## config.mk

```make
export PLATFORM = sky130hd
export DESIGN_NAME = ring_field_alpha_generator_top_flat
export DESIGN_NICKNAME = d
export VERILOG_FILES = /design/src/hw/rtl/rfag_pkg.sv /design/src/hw/rtl/rfag_item_if.sv /design/src/hw/rtl/rfag_result_if.sv /design/src/hw/rtl/ring_field_alpha_generator_top.sv /design/src/flat_wrapper.sv
export SDC_FILE = /design/constraint.sdc
export NUM_CORES = 2
export LEC_CHECK = 0
export ABC_AREA = 0
export BUFFER_PORTS_ARGS = -buffer_cell sky130_fd_sc_hd__clkbuf_2
export CAP_MARGIN = 15
export CORE_MARGIN = 2
export CORE_UTILIZATION = 55
export CTS_BUF_LIST = sky130_fd_sc_hd__clkbuf_8 sky130_fd_sc_hd__clkbuf_16
export CTS_CLUSTER_DIAMETER = 200
export CTS_CLUSTER_SIZE = 8
export DETAILED_ROUTE_END_ITERATION = 10
export GPL_TIMING_DRIVEN = 0
export HOLD_SLACK_MARGIN = 0.12
export PLACE_DENSITY_LB_ADDON = 0.25
export SETUP_SLACK_MARGIN = 0.4
export SLEW_MARGIN = 20
export SYNTH_ARGS = -nofsm -noshare
export SYNTH_HDL_FRONTEND = slang
export SYNTH_SLANG_ARGS = --single-unit
```

## constraint.sdc

```tcl
create_clock -name clk -period 13.4 [get_ports clk]
set_input_delay 4.02 -clock clk [delete_from_list [all_inputs] [get_ports clk]]
set_output_delay 4.02 -clock clk [all_outputs]
set_load 0.01 [all_outputs]
```

## src/hw/rtl/rfag_pkg.sv

```systemverilog
// Shared types and fixed widths for the ring field alpha generator.
// No dependencies; the interfaces and the top level import this package.
package rfag_pkg;

	localparam int unsigned CoordW = 14;
	localparam int unsigned PixW   = 10;
	localparam int unsigned ModeW  = 2;
	localparam int unsigned CfgW   = 8;
	localparam int unsigned AlphaW = 8;
	localparam int unsigned RadW   = 12;
	localparam int unsigned SqW    = 30;
	localparam int unsigned SqSteps = 15;
	localparam int unsigned RootW  = 15;

	typedef enum logic [1:0] {
		MODE_CLEAR  = 2'd0,
		MODE_APPEND = 2'd1,
		MODE_EVAL   = 2'd2,
		MODE_NONE   = 2'd3
	} mode_t;

	typedef enum logic {
		REG_RING_RADIUS = 1'b0,
		REG_BAND_STEP   = 1'b1
	} reg_idx_t;

	typedef enum logic [2:0] {
		ST_IDLE,
		ST_RUN,
		ST_MOD,
		ST_PREP,
		ST_DIV,
		ST_DONE
	} state_t;

endpackage

```

## src/hw/rtl/rfag_item_if.sv

```systemverilog
// Input channel of the ring field alpha generator: one beat per command.
// Depends on rfag_pkg for the field widths.
interface rfag_item_if import rfag_pkg::*; ();
	logic                valid;
	logic                ready;
	logic [ModeW-1:0]    mode;
	logic [CoordW-1:0]   center_x;
	logic [CoordW-1:0]   center_y;
	logic [PixW-1:0]     pixel_x;
	logic [PixW-1:0]     pixel_y;

	modport source (output valid, mode, center_x, center_y, pixel_x, pixel_y, input ready);
	modport sink (input valid, mode, center_x, center_y, pixel_x, pixel_y, output ready);
endinterface

```

## src/hw/rtl/rfag_result_if.sv

```systemverilog
// Output channel of the ring field alpha generator: one alpha per beat.
// Depends on rfag_pkg for the field width.
interface rfag_result_if import rfag_pkg::*; ();
	logic              valid;
	logic              ready;
	logic [AlphaW-1:0] alpha;

	modport source (output valid, alpha, input ready);
	modport sink (input valid, alpha, output ready);
endinterface

```

## src/hw/rtl/ring_field_alpha_generator_top.sv

```systemverilog
// Ring field alpha generator. Clear and append beats complete as they are taken.
// A pixel beat walks the centres (none when the table is empty: one centre a cycle
// through a 20-stage distance pipeline fed by the centre memory), then runs the modulo,
// scaling, division and the load of the result register, which waits while that register
// holds an unaccepted beat. The next beat is taken once the block is back in idle.
// Reset empties the table and loads radius 60, step 15; the memory is not cleared.
module ring_field_alpha_generator_top import rfag_pkg::*; #(
	parameter int unsigned MAX_CENTERS = 32
) (
	input  logic                clk,
	input  logic                arst_n,
	input  logic                cfg_we,
	input  logic                cfg_index,
	input  logic [CfgW-1:0]     cfg_data,
	rfag_item_if.sink           item,
	rfag_result_if.source       result
);

	localparam int unsigned AW  = (MAX_CENTERS > 1) ? $clog2(MAX_CENTERS) : 1;
	localparam int unsigned CW  = $clog2(MAX_CENTERS + 1);
	localparam int unsigned SW  = RadW + ((MAX_CENTERS > 1) ? $clog2(MAX_CENTERS) : 1);
	localparam int unsigned BW  = $clog2(SW);
	localparam int unsigned DW  = RadW + 1;
	localparam int unsigned NW  = RadW + 9;
	localparam int unsigned ENW = 2 * CoordW;

	state_t state_q, state_d;

	logic [CfgW-1:0] radius_q, step_q;
	logic [CW-1:0]   count_q, issue_q;
	logic [ENW-1:0]  mem [MAX_CENTERS];
	logic [ENW-1:0]  rd_q;
	logic [CoordW-1:0] qx_q, qy_q;

	logic [RadW-1:0] r_full, s_full;
	assign r_full = {radius_q, 4'b0};
	assign s_full = {step_q, 4'b0};

	logic accept, issuing, last_issue;
	assign accept     = item.valid && item.ready;
	assign item.ready = (state_q == ST_IDLE);
	assign issuing    = (state_q == ST_RUN) && (issue_q < count_q);
	assign last_issue = issuing && (issue_q == count_q - CW'(1));

	// Configuration registers
	always_ff @(posedge clk or negedge arst_n) begin
		if (!arst_n) begin
			radius_q <= CfgW'(60);
			step_q   <= CfgW'(15);
		end else if (cfg_we) begin
			case (reg_idx_t'(cfg_index))
				REG_RING_RADIUS: radius_q <= cfg_data;
				REG_BAND_STEP:   step_q   <= cfg_data;
				default: ;
			endcase
		end
	end

	// Centre memory: written on append beats, read during the walk.
	always_ff @(posedge clk) begin
		if (accept && mode_t'(item.mode) == MODE_APPEND && count_q < CW'(MAX_CENTERS))
			mem[count_q[AW-1:0]] <= {item.center_y, item.center_x};
		rd_q <= mem[issue_q[AW-1:0]];
	end

	always_ff @(posedge clk or negedge arst_n) begin
		if (!arst_n) begin
			count_q <= '0;
		end else if (accept) begin
			case (mode_t'(item.mode))
				MODE_CLEAR:  count_q <= '0;
				MODE_APPEND: if (count_q < CW'(MAX_CENTERS)) count_q <= count_q + CW'(1);
				default: ;
			endcase
		end
	end

	always_ff @(posedge clk or negedge arst_n) begin
		if (!arst_n) begin
			issue_q <= '0;
		end else if (accept) begin
			issue_q <= '0;
		end else if (issuing) begin
			issue_q <= issue_q + CW'(1);
		end
	end

	always_ff @(posedge clk) begin
		if (accept) begin
			qx_q <= {item.pixel_x, 4'b0};
			qy_q <= {item.pixel_y, 4'b0};
		end
	end

	// Distance pipeline: read, differences, squares, sum, square root, ring term.
	logic v_rd, l_rd, v_s1, l_s1, v_s2, l_s2, v_s3, l_s3, v_s4, l_s4;
	logic [CoordW-1:0] dx_s1, dy_s1;
	logic [ENW-1:0]    sx_s2, sy_s2;
	logic [SqW-1:0]    n_s3;
	logic [SqW-1:0]    rem_sq [SqSteps+1];
	logic [SqW-1:0]    root_sq [SqSteps+1];
	logic              v_sq [SqSteps+1];
	logic              l_sq [SqSteps+1];
	logic [RadW-1:0]   term_s4;

	logic [CoordW-1:0] cx, cy;
	assign cx = rd_q[CoordW-1:0];
	assign cy = rd_q[ENW-1:CoordW];

	always_ff @(posedge clk or negedge arst_n) begin
		if (!arst_n) begin
			v_rd <= 1'b0; v_s1 <= 1'b0; v_s2 <= 1'b0; v_s3 <= 1'b0; v_s4 <= 1'b0;
		end else begin
			v_rd <= issuing;
			v_s1 <= v_rd;
			v_s2 <= v_s1;
			v_s3 <= v_s2;
			v_s4 <= v_sq[SqSteps];
		end
	end

	always_ff @(posedge clk) begin
		l_rd  <= last_issue;
		l_s1  <= l_rd;
		l_s2  <= l_s1;
		l_s3  <= l_s2;
		l_s4  <= l_sq[SqSteps];
		dx_s1 <= (qx_q >= cx) ? qx_q - cx : cx - qx_q;
		dy_s1 <= (qy_q >= cy) ? qy_q - cy : cy - qy_q;
		sx_s2 <= dx_s1 * dx_s1;
		sy_s2 <= dy_s1 * dy_s1;
		n_s3  <= SqW'(sx_s2) + SqW'(sy_s2);
	end

	assign rem_sq[0]  = n_s3;
	assign root_sq[0] = '0;
	assign v_sq[0]    = v_s3;
	assign l_sq[0]    = l_s3;

	// One root bit per stage, from the top bit pair down.
	for (genvar k = 0; k < SqSteps; k++) begin : g_sqrt
		localparam logic [SqW-1:0] Bit = SqW'(1) << (2 * (SqSteps - 1 - k));
		logic [SqW-1:0] trial;
		assign trial = root_sq[k] + Bit;
		always_ff @(posedge clk or negedge arst_n) begin
			if (!arst_n) v_sq[k+1] <= 1'b0;
			else         v_sq[k+1] <= v_sq[k];
		end
		always_ff @(posedge clk) begin
			l_sq[k+1] <= l_sq[k];
			if (rem_sq[k] >= trial) begin
				rem_sq[k+1]  <= rem_sq[k] - trial;
				root_sq[k+1] <= (root_sq[k] >> 1) + Bit;
			end else begin
				rem_sq[k+1]  <= rem_sq[k];
				root_sq[k+1] <= root_sq[k] >> 1;
			end
		end
	end

	logic [RootW-1:0] root_d;
	logic [RootW-1:0] off;
	assign root_d = root_sq[SqSteps][RootW-1:0];
	assign off    = (root_d >= RootW'(r_full)) ? root_d - RootW'(r_full)
		: RootW'(r_full) - root_d;

	always_ff @(posedge clk) begin
		term_s4 <= (off < RootW'(r_full)) ? r_full - off[RadW-1:0] : '0;
	end

	// Accumulation, modulo 2S, triangle fold, scaling and division.
	logic [SW-1:0]     sum_q;
	logic [BW-1:0]     bit_q;
	logic [DW-1:0]     rem_q;
	logic [DW:0]       rem_sh;
	logic [DW-1:0]     dvs;
	logic [RadW-1:0]   t_val;
	logic [RadW+4:0]   t10, s9;
	logic [NW-1:0]     num_q;
	logic [NW-1:0]     dsh;
	logic [2:0]        qb_q;
	logic [AlphaW-1:0] quo_q;
	logic              zero_q;

	assign dvs    = {s_full, 1'b0};
	assign rem_sh = {rem_q, sum_q[bit_q]};
	assign t_val  = (rem_q[RadW-1:0] <= s_full && !rem_q[DW-1])
		? rem_q[RadW-1:0] : RadW'(dvs - rem_q);
	assign t10    = 17'(t_val) * 17'd10;
	assign s9     = 17'(s_full) * 17'd9;
	assign dsh    = NW'(s_full) << qb_q;

	always_ff @(posedge clk) begin
		if (accept)
			sum_q <= '0;
		else if (v_s4)
			sum_q <= sum_q + SW'(term_s4);
		case (state_q)
			ST_RUN: begin
				bit_q  <= BW'(SW - 1);
				rem_q  <= '0;
				zero_q <= (step_q == '0);
			end
			ST_MOD: begin
				rem_q <= (rem_sh >= {1'b0, dvs}) ? DW'(rem_sh - {1'b0, dvs}) : rem_sh[DW-1:0];
				bit_q <= bit_q - BW'(1);
			end
			ST_PREP: begin
				if (t10 <= s9) zero_q <= 1'b1;
				num_q <= NW'(t10 - s9) * NW'(255);
				qb_q  <= 3'd7;
				quo_q <= '0;
			end
			ST_DIV: begin
				if (num_q >= dsh) begin
					num_q        <= num_q - dsh;
					quo_q[qb_q]  <= 1'b1;
				end
				qb_q <= qb_q - 3'd1;
			end
			default: ;
		endcase
	end

	logic run_done;
	assign run_done = (v_s4 && l_s4) || (count_q == '0);

	always_ff @(posedge clk or negedge arst_n) begin
		if (!arst_n) state_q <= ST_IDLE;
		else         state_q <= state_d;
	end

	always_comb begin
		state_d = state_q;
		case (state_q)
			ST_IDLE: if (accept && mode_t'(item.mode) == MODE_EVAL) state_d = ST_RUN;
			ST_RUN:  if (run_done) state_d = ST_MOD;
			ST_MOD:  if (bit_q == '0) state_d = ST_PREP;
			ST_PREP: state_d = ST_DIV;
			ST_DIV:  if (qb_q == 3'd0) state_d = ST_DONE;
			ST_DONE: if (!result.valid || result.ready) state_d = ST_IDLE;
			default: state_d = ST_IDLE;
		endcase
	end

	// Result register; it holds its beat while the next command proceeds.
	logic out_valid_q;
	logic [AlphaW-1:0] alpha_q;
	logic load_out;
	assign load_out     = (state_q == ST_DONE) && (!out_valid_q || result.ready);
	assign result.valid = out_valid_q;
	assign result.alpha = alpha_q;

	always_ff @(posedge clk or negedge arst_n) begin
		if (!arst_n)       out_valid_q <= 1'b0;
		else if (load_out) out_valid_q <= 1'b1;
		else if (result.ready) out_valid_q <= 1'b0;
	end

	always_ff @(posedge clk) begin
		if (load_out) alpha_q <= zero_q ? '0 : quo_q;
	end

	assert property (@(posedge clk) disable iff (!arst_n) count_q <= CW'(MAX_CENTERS))
		else $error("centre count beyond capacity");
	assert property (@(posedge clk) disable iff (!arst_n) v_s4 |-> state_q == ST_RUN)
		else $error("ring term arrived outside the centre walk");
	assert property (@(posedge clk) disable iff (!arst_n) issuing |-> issue_q < count_q)
		else $error("read issued past the filled entries");
	assert property (@(posedge clk) disable iff (!arst_n)
		load_out |=> out_valid_q && state_q == ST_IDLE)
		else $error("result load did not complete the pixel");

endmodule

```

## src/flat_wrapper.sv

```systemverilog
// flat-port wrapper written by rule: the top's interface ports become plain ports
module ring_field_alpha_generator_top_flat import rfag_pkg::*;
#(
	parameter int unsigned MAX_CENTERS = 32
)
  (clk, arst_n, cfg_we, cfg_index, cfg_data, item_valid, item_mode, item_center_x, item_center_y, item_pixel_x, item_pixel_y, item_ready, result_valid, result_alpha, result_ready);
  rfag_item_if item_i ();
  rfag_result_if result_i ();
  input  logic clk;
  input  logic arst_n;
  input  logic cfg_we;
  input  logic cfg_index;
  input  logic [CfgW-1:0] cfg_data;
  input wire logic [$bits(item_i.valid)-1:0] item_valid;
  input wire logic [$bits(item_i.mode)-1:0] item_mode;
  input wire logic [$bits(item_i.center_x)-1:0] item_center_x;
  input wire logic [$bits(item_i.center_y)-1:0] item_center_y;
  input wire logic [$bits(item_i.pixel_x)-1:0] item_pixel_x;
  input wire logic [$bits(item_i.pixel_y)-1:0] item_pixel_y;
  output wire logic [$bits(item_i.ready)-1:0] item_ready;
  output wire logic [$bits(result_i.valid)-1:0] result_valid;
  output wire logic [$bits(result_i.alpha)-1:0] result_alpha;
  input wire logic [$bits(result_i.ready)-1:0] result_ready;
  assign item_i.valid = item_valid;
  assign item_i.mode = item_mode;
  assign item_i.center_x = item_center_x;
  assign item_i.center_y = item_center_y;
  assign item_i.pixel_x = item_pixel_x;
  assign item_i.pixel_y = item_pixel_y;
  assign item_ready = item_i.ready;
  assign result_valid = result_i.valid;
  assign result_alpha = result_i.alpha;
  assign result_i.ready = result_ready;
  ring_field_alpha_generator_top #(.MAX_CENTERS(MAX_CENTERS)) u_core (.clk(clk), .arst_n(arst_n), .cfg_we(cfg_we), .cfg_index(cfg_index), .cfg_data(cfg_data), .item(item_i), .result(result_i));
endmodule
```

# Yosys cells after proc, flatten, opt, wreduce, memory -nomap -nowiden
# Memories as Yosys holds them, arrays and structs flattened. A register that Yosys moved wholly into a read port is not among the register bits.
# Cells that the tools add are included.
op_classes:
  add_sub_neg: 60
  mul: 5
  n_lt_le_gt_ge: 28
  n_eq_ne: 16
  shifts: 1
  n_mux: 61
  n_bitwise: 2
  n_reduce_logical: 32
ops:
  columns: ["op", "n"]
  rows:
  - ["greater-or-equal comparator 30 bit", 14]
  - ["two-way mux 30 bit", 14]
  - ["two-way mux 29 bit", 14]
  - ["subtractor 30 bit", 13]
  - ["multiplier 14 x 14 -> 28 bit", 2]
  - ["subtractor 14 bit", 4]
  - ["one-hot mux 21 bit (2 select lines)", 1]
  - ["adder 29 x 11 -> 30 bit, second input constant", 1]
  - ["adder 29 x 13 -> 30 bit, second input constant", 1]
  - ["adder 29 x 15 -> 30 bit, second input constant", 1]
  - ["adder 29 x 17 -> 30 bit, second input constant", 1]
  - ["adder 29 x 19 -> 30 bit, second input constant", 1]
  - ["adder 29 x 21 -> 30 bit, second input constant", 1]
  - ["adder 29 x 23 -> 30 bit, second input constant", 1]
  - ["adder 29 x 25 -> 30 bit, second input constant", 1]
  - ["adder 29 x 27 -> 30 bit, second input constant", 1]
  - ["adder 29 x 3 -> 30 bit, second input constant", 1]
  - ["adder 29 x 5 -> 30 bit, second input constant", 1]
  - ["adder 29 x 7 -> 30 bit, second input constant", 1]
  - ["adder 29 x 9 -> 30 bit, second input constant", 1]
  - ["adder 30 x 1 -> 30 bit, second input constant", 1]
  - ["adder 30 x 11 -> 30 bit, second input constant", 1]
  - ["adder 30 x 13 -> 30 bit, second input constant", 1]
  - ["adder 30 x 15 -> 30 bit, second input constant", 1]
  - ["other kinds (81)", 126]
word_totals:
  reg_bits: 1148
  mem_bits_rw: 896
  inputBits: 64
  out_inout_bits: 10
  wordCells: 310
  mem_count: 1
memory_table:
  columns: ["memory", "words", "word_bits", "rd", "rd_ports_with_merged_regs", "wr", "line", "text"]
  rows:
  - ["u_core.mem", 32, 28, 1, 1, 1, "ring_field_alpha_generator_top.sv:31", "logic [ENW-1:0] mem [MAX_CENTERS];"]

# Depth between registers and ports, before layout
logic_depth:
  ltp_word: 7
  ltp_mapped: 45
  depth_no_buf: 44

# Worst setup path after synthesis
# Ideal clock, no wire load.
synth_timing:
  path_type: "reg-to-reg"
  startpoint: "reg u_core.rem_q[4]"
  endpoint: "reg u_core.num_q[20] (data pin)"
  setup_ps: 267
  arrival_ps: 9487
  required_ps: 13133
  slack_ps: 3646
  stages_incl_launch_ff: 43
  path_buffers: 1
  period_less_slack_ps: 9754
  path_cell_list: "edfxtp_1 inv_1 ha_1 fa_1 nor2b_1 o21ai_1 nand2b_1 a211o_1 o211ai_1 a21oi_1 clkbuf_1 nand2_1 o21ai_0 ha_1 ha_1 fa_1 a21oi_1 nor2_1 (+7 left out) inv_1 fa_1 inv_1 fa_1 fa_1 inv_1 fa_1 inv_1 ha_1 a21o_1 a21oi_1 o21ba_1 a21oi_1 a2111oi_0 a21oi_1 xnor2_1 xnor2_1 mux2i_1"
synth_between:
  elab_chain_len: 7
  elab_cells_between_ends: 8
  classes_between: "2 x add/sub; 2 x mul; 1 x order compare; 2 x mux; 1 x reduce/logical"
synth_rtl:
  columns: ["item", "line", "text"]
  rows:
  - ["start: declaration", "ring_field_alpha_generator_top.sv:174", "logic [DW-1:0] rem_q;"]
  - ["start signal: assignment", "ring_field_alpha_generator_top.sv:205", "rem_q <= (rem_sh >= {1'b0, dvs}) ? DW'(rem_sh - {1'b0, dvs}) : rem_sh[DW-1:0];"]
  - ["less-or-equal comparator 12 bit", "ring_field_alpha_generator_top.sv:187", "assign t_val = (rem_q[RadW-1:0] <= s_full && !rem_q[DW-1])"]
  - ["logical AND 1 bit", "ring_field_alpha_generator_top.sv:187", null]
  - ["two-way mux 12 bit (*)", "ring_field_alpha_generator_top.sv:188", "? rem_q[RadW-1:0] : RadW'(dvs - rem_q);"]
  - ["multiplier 12 x 3 -> 15 bit (*)", "ring_field_alpha_generator_top.sv:189", "assign t10 = 17'(t_val) * 17'd10;"]
  - ["subtractor 16 x 16 -> 17 bit (*)", "ring_field_alpha_generator_top.sv:210", "num_q <= NW'(t10 - s9) * NW'(255);"]
  - ["multiplier 21 x 8 -> 21 bit (*)", "ring_field_alpha_generator_top.sv:210", null]
  - ["one-hot mux 21 bit (2 select lines) (*)", "ring_field_alpha_generator_top.sv:198", "case (state_q)"]
  - ["end signal: assignment", "ring_field_alpha_generator_top.sv:210", null]
  - ["end signal: assignment", "ring_field_alpha_generator_top.sv:216", "num_q <= num_q - dsh;"]
  - ["end: declaration", "ring_field_alpha_generator_top.sv:179", "logic [NW-1:0] num_q;"]
# Every way passes the cells marked *; elsewhere a longest branch is shown, timed or not.
# A chain may end at the register's enable or synchronous reset.

# Final worst setup path
layout_timing:
  startpoint: "reg u_core.step_q[2]"
  endpoint: "reg u_core.num_q[20] (data pin)"
layout_between:
  elab_chain_len: 7
  elab_cells_between_ends: 12
  classes_between: "3 x add/sub; 3 x mul; 1 x order compare; 1 x shift; 3 x mux; 1 x reduce/logical"
layout_rtl:
  columns: ["item", "line", "text"]
  rows:
  - ["start: declaration", "ring_field_alpha_generator_top.sv:29", "logic [CfgW-1:0] radius_q, step_q;"]
  - ["start signal: assignment", "ring_field_alpha_generator_top.sv:49", "step_q <= CfgW'(15);"]
  - ["start signal: assignment", "ring_field_alpha_generator_top.sv:53", "REG_BAND_STEP: step_q <= cfg_data;"]
  - ["less-or-equal comparator 12 bit", "ring_field_alpha_generator_top.sv:187", null]
  - ["logical AND 1 bit", "ring_field_alpha_generator_top.sv:187", null]
  - ["two-way mux 12 bit", "ring_field_alpha_generator_top.sv:188", null]
  - ["multiplier 12 x 3 -> 15 bit", "ring_field_alpha_generator_top.sv:189", null]
  - ["subtractor 16 x 16 -> 17 bit", "ring_field_alpha_generator_top.sv:210", null]
  - ["multiplier 21 x 8 -> 21 bit", "ring_field_alpha_generator_top.sv:210", null]
  - ["one-hot mux 21 bit (2 select lines) (*)", "ring_field_alpha_generator_top.sv:198", null]
# Every way passes the cells marked *; elsewhere a longest branch is shown, timed or not. The select of a mux whose other input is x is not followed.

==> qor.csv <==
stage;metric;value;unit
worst_setup_path;startpoint types;flop;
final_layout;Design Area, Final;0.0949;mm²
synth;Mapped Area;0.0842;mm²
hold_path;worst hold path class;reg2reg;
clock_network;Sink Count;1751;
die;io pins;74;
die;# rows;143;
clock_network;CTS tree;yes;
synth;top cell type's share of synthesized area;0.346;
synth;sequential area share after synthesis;0.535;
sta;post-layout minimum cycle time;11590;ps
final_layout;layout cell share with drive strength beyond 1;0.118;
place;DPL Wire Length;138;mm
sta;# setup viols final;0;
clock_network;Post-CTS Hold Fix Bufs;0;
synth;Commonest cells post-synth;edfxtp_1 (971), dfxtp_1 (728), inv_1 (700);
drt;WL final;197;mm
clock_network;clock slew at reported path FFs;50;ps
sta;Achievable Freq;0.0863;GHz
die;die footprint;0.156;mm²
drt;Initial DRC Count;4688;
global_routing;total gr overflow;0;
final_layout;area delta synth->final;12.7;%
global_routing;pin count of the biggest net entering global routing;48;
die;Die H;395;µm
clock_network;CTS Buf Count;236;
clock_network;CTS H-Tree Depth;4;
sta;Setup TNS;0;ps
die;Core ar.;0.152;mm²
die;initial core utilization;0.554;
sta;period utilization;0.865;
worst_setup_path;Worst path slowest cell;a2111oi_0;
worst_setup_path;crit path kind;reg2reg;
synth;post-synthesis cell count;6422;
place;routability cong.;0.901;
sta;relative slew slack;0.173;
sta;Tightest Pin Transition;1240;ps
sta;final count of hold timing violations;0;
synth;Async S/R FF share, synth;0.0297;
synth;Post-synth top flop;edfxtp_1;
place;Placed Area;0.0882;mm²
sta;fin. max-slew vios;0;
clock_network;root buf cell;clkbuf_16;
outcome;outcome;finished clean;
global_routing;first-pass GRT wire length;306;mm
synth;Yosys warning total;0;
worst_setup_path;crit end category;flop;
worst_setup_path;Critical Path RT;13930;ps
clock_network;clock latency on the worst-skew pair;880;ps
sta;RSZ-0062 raised after global routing;no;
clock_network;postcts setup bufs;0;
drt;vias per cell;5.79;
synth;#FFs+latches synth;1751;
worst_setup_path;slowest stage delay, CP;770;ps
clock_network;number of gates resized after cts;0;
drt;drt wl/cell;22.2;µm
drt;via count;51523;
drt;# DRC;0;
synth;Mean Syn Cell Area;13.1;µm²
sta;worst clock skew;100;ps
synth;Netlist cell types;99;
drt;DRT Pass-1 Iters;6;
worst_setup_path;Max FO, Critical Path;10;
worst_setup_path;CP arrival;12120;ps
final_layout;number of nets in the layout;7667;
place;port buffer count;73;
global_routing;initial antenna violation count;8;
die;Die Wd;395;µm
synth;EDFF count, synth;971;
drt;ANT nets after route;0;
synth;Synth area leader;edfxtp_1;
synth;count leader, synth;edfxtp_1;
synth;top cells by area, synth;edfxtp_1 (35%), dfxtp_1 (17%), ha_1 (8.0%);
global_routing;Tot GR Track Use;0.255;
global_routing;vias in the first global route;53211;
flow_run;max-cap viol count;0;
clock_network;CTS Buffer Depth;3;
-- path summary, 6_finish.rpt --
path                                 endpoint  depth (start not counted)             start  slack, ps
setup reg to reg             u_core.num_q[20]                         41  u_core.step_q[2]       1810
setup / recovery             u_core.num_q[20]                         41  u_core.step_q[2]       1810
min in group asynchronous  u_core.radius_q[7]                          1            arst_n       3080
hold / removal             u_core.rem_sq[420]                          0    u_core.n_s3[0]        290
hold reg to reg            u_core.rem_sq[420]                          0    u_core.n_s3[0]        290
max in group asynchronous    u_core.step_q[1]                          2            arst_n       9820
-- per-layer routing --
metal	part of all wire	routed length, µm	track usage
met4	0.036	7160	0.0970
met5	0.00025	49	0
met1	0.40	79200	0.331
met3	0.071	13900	0.0435
met2	0.49	96900	0.429
-- kinds of logic (layout without fill, tap and decap cells) --
kind of cell / Yosys count / after routing / synth area share
mux: 395 / 395 / 0.0907
buf+inv: 873 / 1320 / 0.0393
simple gates: 1306 / 1306 / 0.0773
other cells: 1 / 6 / 0.0000445
compound gates: 868 / 868 / 0.0662
fa+ha+maj: 834 / 834 / 0.150
xor+xnor: 394 / 394 / 0.0412
flops: 1751 / 1751 / 0.535
-- worst max-delay path, delay by kind of cell, from the launching register on --
kind	cells	cell delay, ps
buffers and inverters	6	990
XOR/XNOR	4	1150
adder cells (fa/ha/maj)	10	4260
AND/OR/NAND/NOR	7	910
AO/OA/AOI/OAI	13	3220
multiplexers	1	120
flip-flops	1	620
-- placed cells by master (no fill, tap or decap), types with 63 or more instances in the layout --
cell / instances
a21o_1: 100
a21oi_1: 242
and2_1: 120
clkbuf_1: 114
clkbuf_16: 238
clkbuf_2: 92
dfxtp_1: 728
edfxtp_1: 971
fa_1: 296
ha_1: 536
inv_1: 787
mux4_2: 288
nand2_1: 308
nand3_1: 81
nor2_1: 302
nor2b_1: 63
nor3_1: 110
o21a_1: 68
o21ai_0: 114
o21ai_1: 97
xnor2_1: 245
xor2_1: 147
-- flip-flops by register name, indices dropped and copies added (netlist names), 15 cells and up --
name and flops:
u_core.mem 896, u_core.rem_sq 420, u_core.root_sq 105, u_core.n_s3 29
u_core.rd_q 28, u_core.sx_s2 27, u_core.sy_s2 27, u_core.num_q 17
u_core.sum_q 17, u_core.l_sq 15, u_core.root_d 15, u_core.v_sq 15
-- area by class of cell --
cell class,instances,area [µm²]
antenna,4,10.0
buffer,165,682
clock buffer,238,5960
clock inverter,99,687
fill,11292,57200
inverter,708,2660
multi-input combinational,3799,36100
sequential,1751,45000
tap,2030,2540
timing repair buffer,110,1220
-- through the flow --
step	worst slack (ps)	hold WS [ps]	util	instances
6_report	1810	286	0.624	8904
5_1_grt	817	293	0.624	8903
4_1_cts	1860	282	0.624	8899
3_5_place_dp	1880	312	0.580	8562
3_3_place_gp	1930	310	0.573	8526
2_1_floorplan	3650	310	-	6423
Power is left out: the tool's default activity adds up to more than one toggle a clock period on the data nets, which glitch-free logic cannot reach.
